$ cat config.mk
export PLATFORM = sky130hd
export DESIGN_NAME = gpfc_front
export DESIGN_NICKNAME = d
export VERILOG_FILES = /design/src/sv/gpfc_pkg.sv /design/src/sv/gpfc_front.sv
export SDC_FILE = /design/constraint.sdc
export NUM_CORES = 1
export LEC_CHECK = 0
export CAP_MARGIN = 20
export CORE_ASPECT_RATIO = 1.5
export CORE_MARGIN = 5
export CORE_UTILIZATION = 55
export CTS_BUF_LIST = sky130_fd_sc_hd__clkbuf_4
export CTS_CLUSTER_DIAMETER = 40
export DETAILED_ROUTE_END_ITERATION = 10
export DONT_BUFFER_PORTS = 1
export PLACE_DENSITY = 0.7
export SYNTH_ARGS = -nofsm -noshare
export SYNTH_HDL_FRONTEND = slang
export SYNTH_SLANG_ARGS = --single-unit
$ cat constraint.sdc
create_clock -name clock -period 8.9 [get_ports clock]
set_clock_uncertainty 0.05 [all_clocks]
set_input_delay 0 -clock clock [delete_from_list [all_inputs] [get_ports clock]]
set_output_delay 0 -clock clock [all_outputs]
set_load 0.03 [all_outputs]
$ cat src/sv/gpfc_pkg.sv
// ----------------------------------------------------------------------------
// gpfc_pkg
// shared types and codes for the gif palette frame compositor
// ----------------------------------------------------------------------------
package gpfc_pkg;

   // command codes carried in tuser of the request channel
   localparam logic [1:0] CMD_LOAD  = 2'd0;
   localparam logic [1:0] CMD_PIXEL = 2'd1;
   localparam logic [1:0] CMD_FRAME = 2'd2;

   // result status codes
   localparam logic [2:0] ST_WRITTEN     = 3'd0;
   localparam logic [2:0] ST_TRANSPARENT = 3'd1;
   localparam logic [2:0] ST_ERROR       = 3'd2;
   localparam logic [2:0] ST_ABORTED     = 3'd3;
   localparam logic [2:0] ST_DONE        = 3'd4;

   // configuration register indexes
   localparam logic [2:0] REG_SCREEN_WIDTH  = 3'd0;
   localparam logic [2:0] REG_SCREEN_HEIGHT = 3'd1;
   localparam logic [2:0] REG_FRAME_LEFT    = 3'd2;
   localparam logic [2:0] REG_FRAME_TOP     = 3'd3;
   localparam logic [2:0] REG_COLOR_COUNT   = 3'd4;
   localparam logic [2:0] REG_TRANS_ENABLE  = 3'd5;
   localparam logic [2:0] REG_TRANS_INDEX   = 3'd6;

   typedef struct packed {
      logic [15:0] screen_width;
      logic [15:0] screen_height;
      logic [15:0] frame_left;
      logic [15:0] frame_top;
      logic [8:0]  color_count;
      logic        transparent_enable;
      logic [7:0]  transparent_index;
   } cfg_type;

   // classified word between the front stage and the output stage
   typedef struct packed {
      logic        valid;
      logic        write_enable;
      logic [2:0]  status;
      logic [15:0] canvas_x;
      logic [15:0] canvas_y;
   } stage_type;

endpackage

$ cat src/sv/gpfc_front.sv
// ----------------------------------------------------------------------------
// gpfc_front
// classifies each accepted word, keeps the sticky abort flag, drives the
// palette write enable and the shared palette address
// ----------------------------------------------------------------------------
module gpfc_front
   import gpfc_pkg::*;
#(
   parameter int PALETTE_ENTRIES = 256,
   localparam int AW = $clog2(PALETTE_ENTRIES)
) (
   input  logic          clock,
   input  logic          reset,
   input  cfg_type       cfg,
   input  logic          accept,
   input  logic          load_en,
   input  logic [1:0]    cmd,
   input  logic [7:0]    color_index,
   input  logic [15:0]   frame_x,
   input  logic [15:0]   frame_y,
   output logic          ram_wr_en,
   output logic [AW-1:0] ram_addr,
   output stage_type     stage_ff
);

   logic      abort_ff, abort_in;
   stage_type stage_in;
   logic [16:0] tx, ty;
   logic        idx_in_pal, bad_pixel;

   assign tx = {1'b0, cfg.frame_left} + {1'b0, frame_x};
   assign ty = {1'b0, cfg.frame_top} + {1'b0, frame_y};
   assign idx_in_pal = {1'b0, color_index} < 9'(PALETTE_ENTRIES);
   assign bad_pixel = ({1'b0, color_index} >= cfg.color_count) || !idx_in_pal
                      || (tx >= {1'b0, cfg.screen_width})
                      || (ty >= {1'b0, cfg.screen_height});

   assign ram_addr  = color_index[AW-1:0];
   assign ram_wr_en = accept && (cmd == CMD_LOAD) && idx_in_pal;

   always_comb begin
      abort_in = abort_ff;
      stage_in = stage_ff;
      if (load_en) begin
         stage_in.valid        = accept;
         stage_in.write_enable = 1'b0;
         stage_in.status       = ST_DONE;
         stage_in.canvas_x     = tx[15:0];
         stage_in.canvas_y     = ty[15:0];
         if (accept) begin
            case (cmd)
               CMD_FRAME: abort_in = 1'b0;
               CMD_PIXEL: begin
                  if (abort_ff) begin
                     stage_in.status = ST_ABORTED;
                  end else if (cfg.color_count == 9'd0) begin
                     stage_in.status = ST_ERROR;
                     abort_in = 1'b1;
                  end else if (cfg.transparent_enable &&
                               color_index == cfg.transparent_index) begin
                     stage_in.status = ST_TRANSPARENT;
                  end else if (bad_pixel) begin
                     stage_in.status = ST_ERROR;
                     abort_in = 1'b1;
                  end else begin
                     stage_in.status       = ST_WRITTEN;
                     stage_in.write_enable = 1'b1;
                  end
               end
               default: abort_in = abort_ff;
            endcase
         end
      end
   end

   always_ff @(posedge clock) begin
      if (reset) begin
         abort_ff <= 1'b0;
         stage_ff <= '0;
      end else begin
         abort_ff <= abort_in;
         stage_ff <= stage_in;
      end
   end

endmodule

## After elaboration in Yosys (flattened, before gate mapping)

Index checks and enable logic that the tools add are counted.

- Logic and storage cells: 37
- Register bits after elaboration: 38

- Add/subtract/negate cells: 2
- Reductions and logical operators: 8
- Order comparisons: 3
- Eq/ne operators: 3
- Muxes and demuxes: 15

Operator list:

| cell | number |
|---|---|
| adder 16 x 16 -> 17 bit | 2 |
| >= comparator 17 x 16 -> 1 bit | 2 |
| >= comparator 8 x 9 -> 1 bit | 1 |
| logical NOT 9 bit | 1 |
| == test 8 bit | 1 |
| 2-to-1 mux 1 bit | 8 |
| 2-to-1 mux 2 bit | 4 |
| 2-to-1 mux 4 bit | 2 |
| AND reduction 3 bit | 1 |
| == test 2 x 1 -> 1 bit (second input constant) | 1 |
| == test 2 bit (second input constant) | 1 |
| logical AND 1 bit | 2 |
| logical NOT 2 bit | 1 |
| logical OR 1 bit | 2 |
| one-hot mux 1 bit (2 select lines) | 1 |
| nonzero test 2 bit | 1 |

## Logic depth before layout (Yosys ltp)

Gate-level depths: netlist of the first run.

- Depth after elaboration: 10
- Gate-level depth with buffers: 18
- Gate-level depth less buffers: 18

## Least setup slack after synthesis of the first run

No wires, ideal clock.

- Path type: input-to-reg
- From: in cfg[34] (netlist name)
- To: reg stage_ff[33] (netlist name)
- Stages: 15
- Path slack: 5.064 ns
- Data required time: 8.713 ns
- Data arrival time: 3.649 ns
- Library setup time: 0.137 ns
- Cell sequence: ha_1 -> fa_1 -> a211oi_1 -> o21ai_0 -> a2111o_1 -> a31o_1 -> a21o_1 -> a21oi_1 -> xnor2_1 -> ha_1 -> a2111oi_2 -> o221ai_1 -> a2111o_1 -> a2111oi_4 -> o32ai_1

- Longest elaborated chain between the ends: 10

RTL lines:

| item | line | source |
|---|---|---|
| start, declared | gpfc_front.sv:14 | `input cfg_type cfg,` |
| adder 16 x 16 -> 17 bit | gpfc_front.sv:31 | `assign tx = {1'b0, cfg.frame_left} + {1'b0, frame_x};` |
| named net tx[14] | gpfc_front.sv:28 | `logic [16:0] tx, ty;` |
| >= comparator 17 x 16 -> 1 bit | gpfc_front.sv:35 | `\|\| (tx >= {1'b0, cfg.screen_width})` |
| logical OR 1 bit | gpfc_front.sv:35 |  |
| logical OR 1 bit | gpfc_front.sv:36 | `\|\| (ty >= {1'b0, cfg.screen_height});` |
| 2-to-1 mux 2 bit | gpfc_front.sv:62 | `end else if (bad_pixel) begin` |
| 2-to-1 mux 2 bit | gpfc_front.sv:59 | `end else if (cfg.transparent_enable &&` |
| 2-to-1 mux 2 bit | gpfc_front.sv:56 | `end else if (cfg.color_count == 9'd0) begin` |
| 2-to-1 mux 2 bit | gpfc_front.sv:54 | `if (abort_ff) begin` |
| 2-to-1 mux 4 bit | gpfc_front.sv:51 | `case (cmd)` |
| 2-to-1 mux 4 bit | gpfc_front.sv:50 | `if (accept) begin` |
| end signal, assigned | gpfc_front.sv:82 | `stage_ff <= stage_in;` |
| end, declared | gpfc_front.sv:23 | `output stage_type stage_ff` |

The timed path passes the listed nets, and every way through them passes these cells.
A chain may end at the register's enable or synchronous reset.

## Worst setup path in the final report of the first run

- From: in frame_x[1]
- To: reg stage_ff[33] (netlist name)

- Longest elaborated chain between the ends: 10

RTL lines:

| item | line | source |
|---|---|---|
| start, declared | gpfc_front.sv:19 | `input logic [15:0] frame_x,` |
| adder 16 x 16 -> 17 bit | gpfc_front.sv:31 |  |
| named net tx[14] | gpfc_front.sv:28 |  |
| >= comparator 17 x 16 -> 1 bit | gpfc_front.sv:35 |  |
| logical OR 1 bit | gpfc_front.sv:35 |  |
| logical OR 1 bit | gpfc_front.sv:36 |  |
| 2-to-1 mux 2 bit | gpfc_front.sv:62 |  |
| 2-to-1 mux 2 bit | gpfc_front.sv:59 |  |
| 2-to-1 mux 2 bit | gpfc_front.sv:56 |  |
| 2-to-1 mux 2 bit | gpfc_front.sv:54 |  |
| 2-to-1 mux 4 bit | gpfc_front.sv:51 |  |
| 2-to-1 mux 4 bit | gpfc_front.sv:50 |  |

The timed path passes the listed nets, and every way through them passes these cells.

==> key figures, run 1 <==
Clock tree
  • Clk_lat worst skew: 360 ps
  • Worst-path clk slew: 120 ps
  • CTS resizes: 0
  • Clock Sinks: 38
  • TritonCTS clock tree: built
  • Clock buffer depth: 2
  • H-tree level count: 2
  • Clock root cell: clkbuf_4
  • CTS Buf Count: 5

Layout
  • Util after Layout: between 60% and 70%
  • Layout Nets: 744
  • Area grow syn2layout: 8.843%
  • Fillcell total: between 700 and 800
  • Share of layout cells above drive strength 1: about 3.5%
  • Multi-input combinational cell area: between 3000 and 4000 um2
  • Final Non-Filler Cells: between 600 and 700
  • Storage cell area: around 760 um2
  • Final Instance Area: around 4600 um2

Pwr
  • Psw: 275.0 uW
  • Overall power: between 600 and 700 uW
  • Net Sw Frac: 44.21%
  • Leakage: about 2.2 nW
  • Int Power: approximately 350 uW
  • Clock power frac: 16.5%
  • Logic pwr share: between 40% and 50%
  • Power Density: around 130 nW/um2
  • VDD IR max: roughly 0.086 mV
  • Sequential share of power: between 30% and 40%

Die
  • Die Height: approximately 120 um
  • Die span in x: about 80 um
  • Die area: between 9000 and 10000 um2
  • Core ar.: 7612 um2
  • Initial Utilization: between 50% and 60%
  • Row count: 39
  • Top Ports: 174

Routing
  • Vias: 3944
  • Post-Route WL: between 10000 and 15000 um
  • Routed wire length per instance: roughly 19 um
  • Vias per inst: slightly above 6
  • Pre-Repair DR Iteration Count: 4
  • Post-route ant nets: 0
  • # DRC: 0
  • 1st-iter DRT viols: roughly 120

Placed design
  • Routability congestion estimate: 0.9043
  • Place WS: 4665 ps
  • HPWL reported at the end of detailed placement: 9399 um
  • Quantity of I/O buffers inserted on ports: 0
  • Dpl cells: slightly above 600
  • Placed Area: roughly 4300 um2

Worst setup path
  • Startpoint Class: primary input
  • Worst Path Arrival: 4450 ps
  • Slowest CP cell: dlygate4sd3_1
  • Worst Path Class, Setup: in2reg
  • Worst-path cell chain: dlygate4sd3_1 > fa_1 > a211oi_1 > o21ai_0 > a2111o_1 > a31o_1 > a21o_1 > a21oi_1 > xnor2_1 > ha_1 > a2111oi_2 > o221ai_1 > a2111o_1 > a2111oi_4 > o32ai_1
  • Worst path required time: 9090 ps
  • Most used cell, CP: a2111o_1
  • Max FO, Critical Path: 3
  • Reg2reg path depth: 4
  • Worst path max stage delay: roughly 560 ps
  • Setup crit end kind: register

Run status
  • Status: complete, no violations

Logic synthesis
  • #FFs+latches synth: 38
  • Leading post-synthesis cells by cell area: ha_1 22%, dfxtp_1 18%, mux2i_1 5.6%
  • Synthesized area: roughly 4300 um2
  • Syn Area/Cell: between 8 and 9 um2
  • Gate Count Post-Synth: around 530
  • Synth Warn #: 0
  • Top cell type's share of synthesized area: a little over a fifth
  • Ys async rst share: 0%
  • EDFF count, synth: 0
  • Net count after synthesis: 731
  • Post-synth cell types: a little over 60
  • Sequential fraction of the synthesis area: around 18%
  • Synth Flop Type: dfxtp_1
  • Yosys top cell by area: ha_1

Global route
  • Antenna violations before repair: 1
  • GR Util met2: 45.24%
  • Most heavily used metal layer in global routing: met2
  • First-pass GRT wire length: between 15000 and 20000 um
  • Number of global-route vias before repair: roughly 4100
  • Largest net degree at the start of global routing: 44
  • Met1 track demand over resource: between 20% and 30%
  • GRT overflow: 0
  • Met3 usage: 6.126%
  • All-Layer GR Usage: between 20% and 30%

STA
  • Tightest Pin Transition: approximately 830 ps
  • RSZ-0062 raised after global routing: no
  • Highest Clock Rate: 235.1 MHz
  • Setup violators final: 0
  • Final hold slack: about 30 ps
  • Tcrit/Tclk final: between 40% and 50%
  • Relative slew margins: between 40% and 50%
  • Max-slew violations: 0
  • Final worst setup slack: around 4600 ps
  • Fin. Hold Viols: 0
  • Period minus WS final: between 4000 and 5000 ps
  • Fin Setup TNS: 0 ps

Worst hold path
  • Worst Hold Depth: 5
  • Worst Hold Class: in2reg

Flow run
  • Max-cap check violation count: 0
## worst max-delay path, delay by kind of cell
kind	cells	cell delay, ps
buf+inv	1	560
compound gates	11	2980
fa+ha+maj	2	750
xor+xnor	1	150
## synthesized netlist by cell type (all sizes together), types with 3 or more instances
master	n
a2111o	3
a211o	4
o21a	4
and2	3
mux2i	24
nor2	49
nand3	17
a21o	14
a21oi	27
nor3	20
nor4	6
o21ai	23
nand4	12
a31oi	5
buf	11
nand2	20
xnor2	26
a31o	5
o2111ai	4
xor2	7
dfxtp	38
o21bai	5
a2111oi	4
and3	5
inv	54
o211ai	3
ha	74
clkbuf	12
nand2b	3
a211oi	11
nor2b	4
## cell usage in the layout (no fill, tap or decap), drive strengths merged, types with 6 or more instances in the layout
| cell type | count |
|---|---|
| xnor2 | 26 |
| a21oi | 27 |
| dlygate4sd3 | 27 |
| o21ai | 23 |
| nor2 | 49 |
| nor3 | 20 |
| dfxtp | 38 |
| ha | 74 |
| nand4 | 12 |
| nand2 | 20 |
| xor2 | 7 |
| inv | 54 |
| a211oi | 11 |
| nor4 | 6 |
| a21o | 14 |
| mux2i | 24 |
| nand3 | 17 |
## power by group through the flow
stage	Combinational [mW]	Sequential, mW	Clock (mW)
2_1_floorplan	0.223	0.231	0
3_3_place_gp	0.255	0.236	0
3_5_place_dp	0.259	0.236	0
4_1_cts	0.288	0.232	0.105
5_1_grt	0.323	0.234	0.112
6_report	0.287	0.232	0.103
## final cells by class
| class | instances | share of cell area, % |
|---|---|---|
| clock inverter | 3 | 0.3509 |
| sequential | 38 | 16.41 |
| multi-input combinational | 411 | 68.31 |
| antenna | 1 | 0.05398 |
| tap | 102 | 2.753 |
| clock buffer | 5 | 0.8097 |
| timing repair buffer | 29 | 6.856 |
| inverter | 55 | 4.453 |
## path summary, 6_finish.rpt
path	from	end	slack (ps)
hold reg to reg	abort_ff	abort_ff	450
setup reg to reg	stage_ff[16]	stage_ff[16]	6920
hold / removal	cmd[1]	abort_ff	30
setup / recovery	frame_x[1]	stage_ff[33]	4650
## kinds of logic (layout without fill, tap and decap cells)
logic type / Yosys count / in the layout / share of synthesized area [%]
simple gates: 148 / 148 / 17.07
compound gates: 129 / 129 / 21.92
buf+inv: 78 / 92 / 7.785
fa+ha+maj: 76 / 76 / 22.68
flops: 38 / 38 / 17.86
xor+xnor: 33 / 33 / 6.786
mux: 25 / 25 / 5.905
other cells: 0 / 1 / 0
## metal layers
layer / vias to the layer above / wire [um]
met4: 0 / 469
li1: 1948 / -
met5: - / 0
met1: 1809 / 4368
met2: 150 / 6400
met3: 37 / 754
## state kept, by name, indices dropped and copies added, names as in the netlist
| register | cells |
|---|---|
| stage_ff | 37 |
| abort_ff | 1 |
## timing repair
item,in CTS,in global routing
buffers inserted,0,0
hold buffers,29,0
endpoints found under the hold margin,46,0
Power figures use the tool's default switching activity.
==> run 2, diff against run 1 <==
==> constraint.sdc (replaced) <==
create_clock -name clock -period 4.06 [get_ports clock]
set_clock_uncertainty 0.05 [all_clocks]
set_input_delay 0 -clock clock [delete_from_list [all_inputs] [get_ports clock]]
set_output_delay 0 -clock clock [all_outputs]
set_load 0.03 [all_outputs]
==> run 2 against run 1 <==
Against the previous run: sequential cell count did not move; die area is the same; critical endpoint unchanged; clock power increased to 3.3 times the previous value; highest routed layer unchanged; count of clock-buffer cells in the layout is the same; critical path type unchanged; worst setup slack worse by 4400 ps; via count is 1.7% higher.
==> key figures, run 2 (synthesis results as in run 1) <==
Run status
  • Status: complete, no violations

Clock tree
  • H-tree level count: 2
  • Clock root cell: clkbuf_4
  • Clk_lat worst skew: 360 ps
  • CTS Buf Count: 5
  • Worst-path clk slew: about 130 ps
  • Clock buffer depth: 2
  • Clock Sinks: 38
  • TritonCTS clock tree: built

STA
  • Final worst setup slack: ~230 ps
  • Max-slew violations: 0
  • Fin. Hold Viols: 0
  • Tcrit/Tclk final: a little over nine tenths
  • Final hold slack: approximately 15 ps
  • Fin Setup TNS: 0 ps
  • Highest Clock Rate: between 200 and 300 MHz
  • RSZ-0062 raised after global routing: no
  • Setup violators final: 0
  • Tightest Pin Transition: between 700 and 800 ps
  • Relative slew margins: approximately 48%
  • Period minus WS final: ~3800 ps

Global route
  • Number of global-route vias before repair: 4179
  • Largest net degree at the start of global routing: 44
  • Antenna violations before repair: 1
  • GRT overflow: 0
  • First-pass GRT wire length: 19220 um
  • All-Layer GR Usage: about a quarter

Placed design
  • Place WS: -91.77 ps
  • Routability congestion estimate: between 0.9 and 1
  • Quantity of I/O buffers inserted on ports: 0
  • HPWL reported at the end of detailed placement: about 9600 um

Die
  • Row count: 39
  • Top Ports: between 150 and 200
  • Die Height: about 120 um
  • Die span in x: 81.85 um
  • Die area: around 9600 um2
  • Core ar.: around 7600 um2
  • Initial Utilization: a little under three fifths

Layout
  • Most frequent cells in the layout: 74 x ha_1, 54 x inv_1, 49 x nor2_1
  • Commonest non-fill, non-tap cell in the layout: ha_1
  • Max FFs per register: 37
  • Fillcell total: 666
  • Largest Register: stage_ff
  • Area grow syn2layout: 10.93%
  • Leading registers by flop count: stage_ff: 37 flops, abort_ff: 1 flops
  • Share of layout cells above drive strength 1: roughly 4.4%
  • Layout Nets: roughly 750

Flow run
  • Max-cap check violation count: 0

Pwr
  • VDD IR max: around 0.16 mV
  • Leakage: ~2.2 nW
  • Power Density: between 300 and 400 nW/um2

Worst setup path
  • Worst Path Class, Setup: in2reg
  • Worst path required time: between 4000 and 5000 ps
  • Startpoint Class: primary input
  • Worst Path Arrival: ~4000 ps
  • Max FO, Critical Path: 3
  • Setup crit end kind: register

Routing
  • # DRC: 0
  • Vias: ~4000
  • Vias per inst: 6.193
  • Post-Route WL: 12100 um
  • Pre-Repair DR Iteration Count: 4
  • 1st-iter DRT viols: 120
  • Routed wire length per instance: 18.67 um
  • Post-route ant nets: 0

Worst hold path
  • Worst Hold Class: in2reg
==> run 2: changes by cell type in the layout (fill, tap and decap cells not counted) <==
cell	previous run	this run
nor3_1	20	19
o21ai_0	19	18
clkinv_2	1	0
nor3_2	0	1
buf_4	0	3
bufinv_16	0	2
o21ai_2	0	1
clkinvlp_4	1	0
dlygate4sd3_1	27	28
==> run 2: what timing repair did <==
action | CTS | global route
resized for setup | 0 | 3
endpoints found under the setup margin | 0 | 3
hold buffers | 30 | 0
setup buffers | 0 | 0
endpoints found under the hold margin | 46 | 0
==> run 2: cell type report <==
class                      instances  area [um2]  area share (%)
multi-input combinational        411        3176           67.21
clock buffer                       5       37.54          0.7945
inverter                          55       206.4           4.370
clock inverter                     3       63.81           1.351
timing repair buffer              33       350.3           7.415
sequential                        38       760.7           16.10
antenna                            1       2.502         0.05297
tap                              102       127.6           2.701
==> run 2: worst max-delay path, cell delays in order <==
cell and delay, ps:
dlygate4sd3_1 530, inv_1 50, fa_1 420, nor2b_1 190, nor3_2 80, o21ai_2 240, a221o_1 230, a41oi_1 150
nand2b_1 120, xor2_1 170, ha_1 280, a211o_1 270, a21oi_1 190, o2111ai_1 130, a2111o_1 450, a2111oi_4 370
o32ai_1 140
==> run 2: power by group <==
part	switching (mW)	internal, mW
clock network	0.155	0.190
logic	0.347	0.293
registers	0.0994	0.410
total	0.602	0.892
==> run 2: metrics by stage <==
stage	cells	util [%]	power, mW	instance area, um2
floorplan	527	-	0.9955	4259
global placement	609	56.28	1.078	4284
detailed placement	609	56.28	1.092	4284
CTS	647	61.92	1.500	4713
global route	648	62.06	1.599	4725
finish	648	62.06	1.495	4725
==> run 2: routing by layer <==
metal	track usage (%)	vias to the layer above	routed length (um)
met2	45.39	151	6442
met3	5.896	33	774
met5	0	-	0
met1	25.75	1873	4439
met4	11.54	0	440
li1	-	1956	-
==> run 2: path summary, 6_finish.rpt <==
path,start,end,slack [ps],cells past startpoint
worst max-delay path,frame_y[1],stage_ff[33],230,17
worst min-delay path,frame_y[12],stage_ff[13],20,3
worst max register to register,stage_ff[22],stage_ff[22],2100,4
worst min register to register,abort_ff,abort_ff,450,2
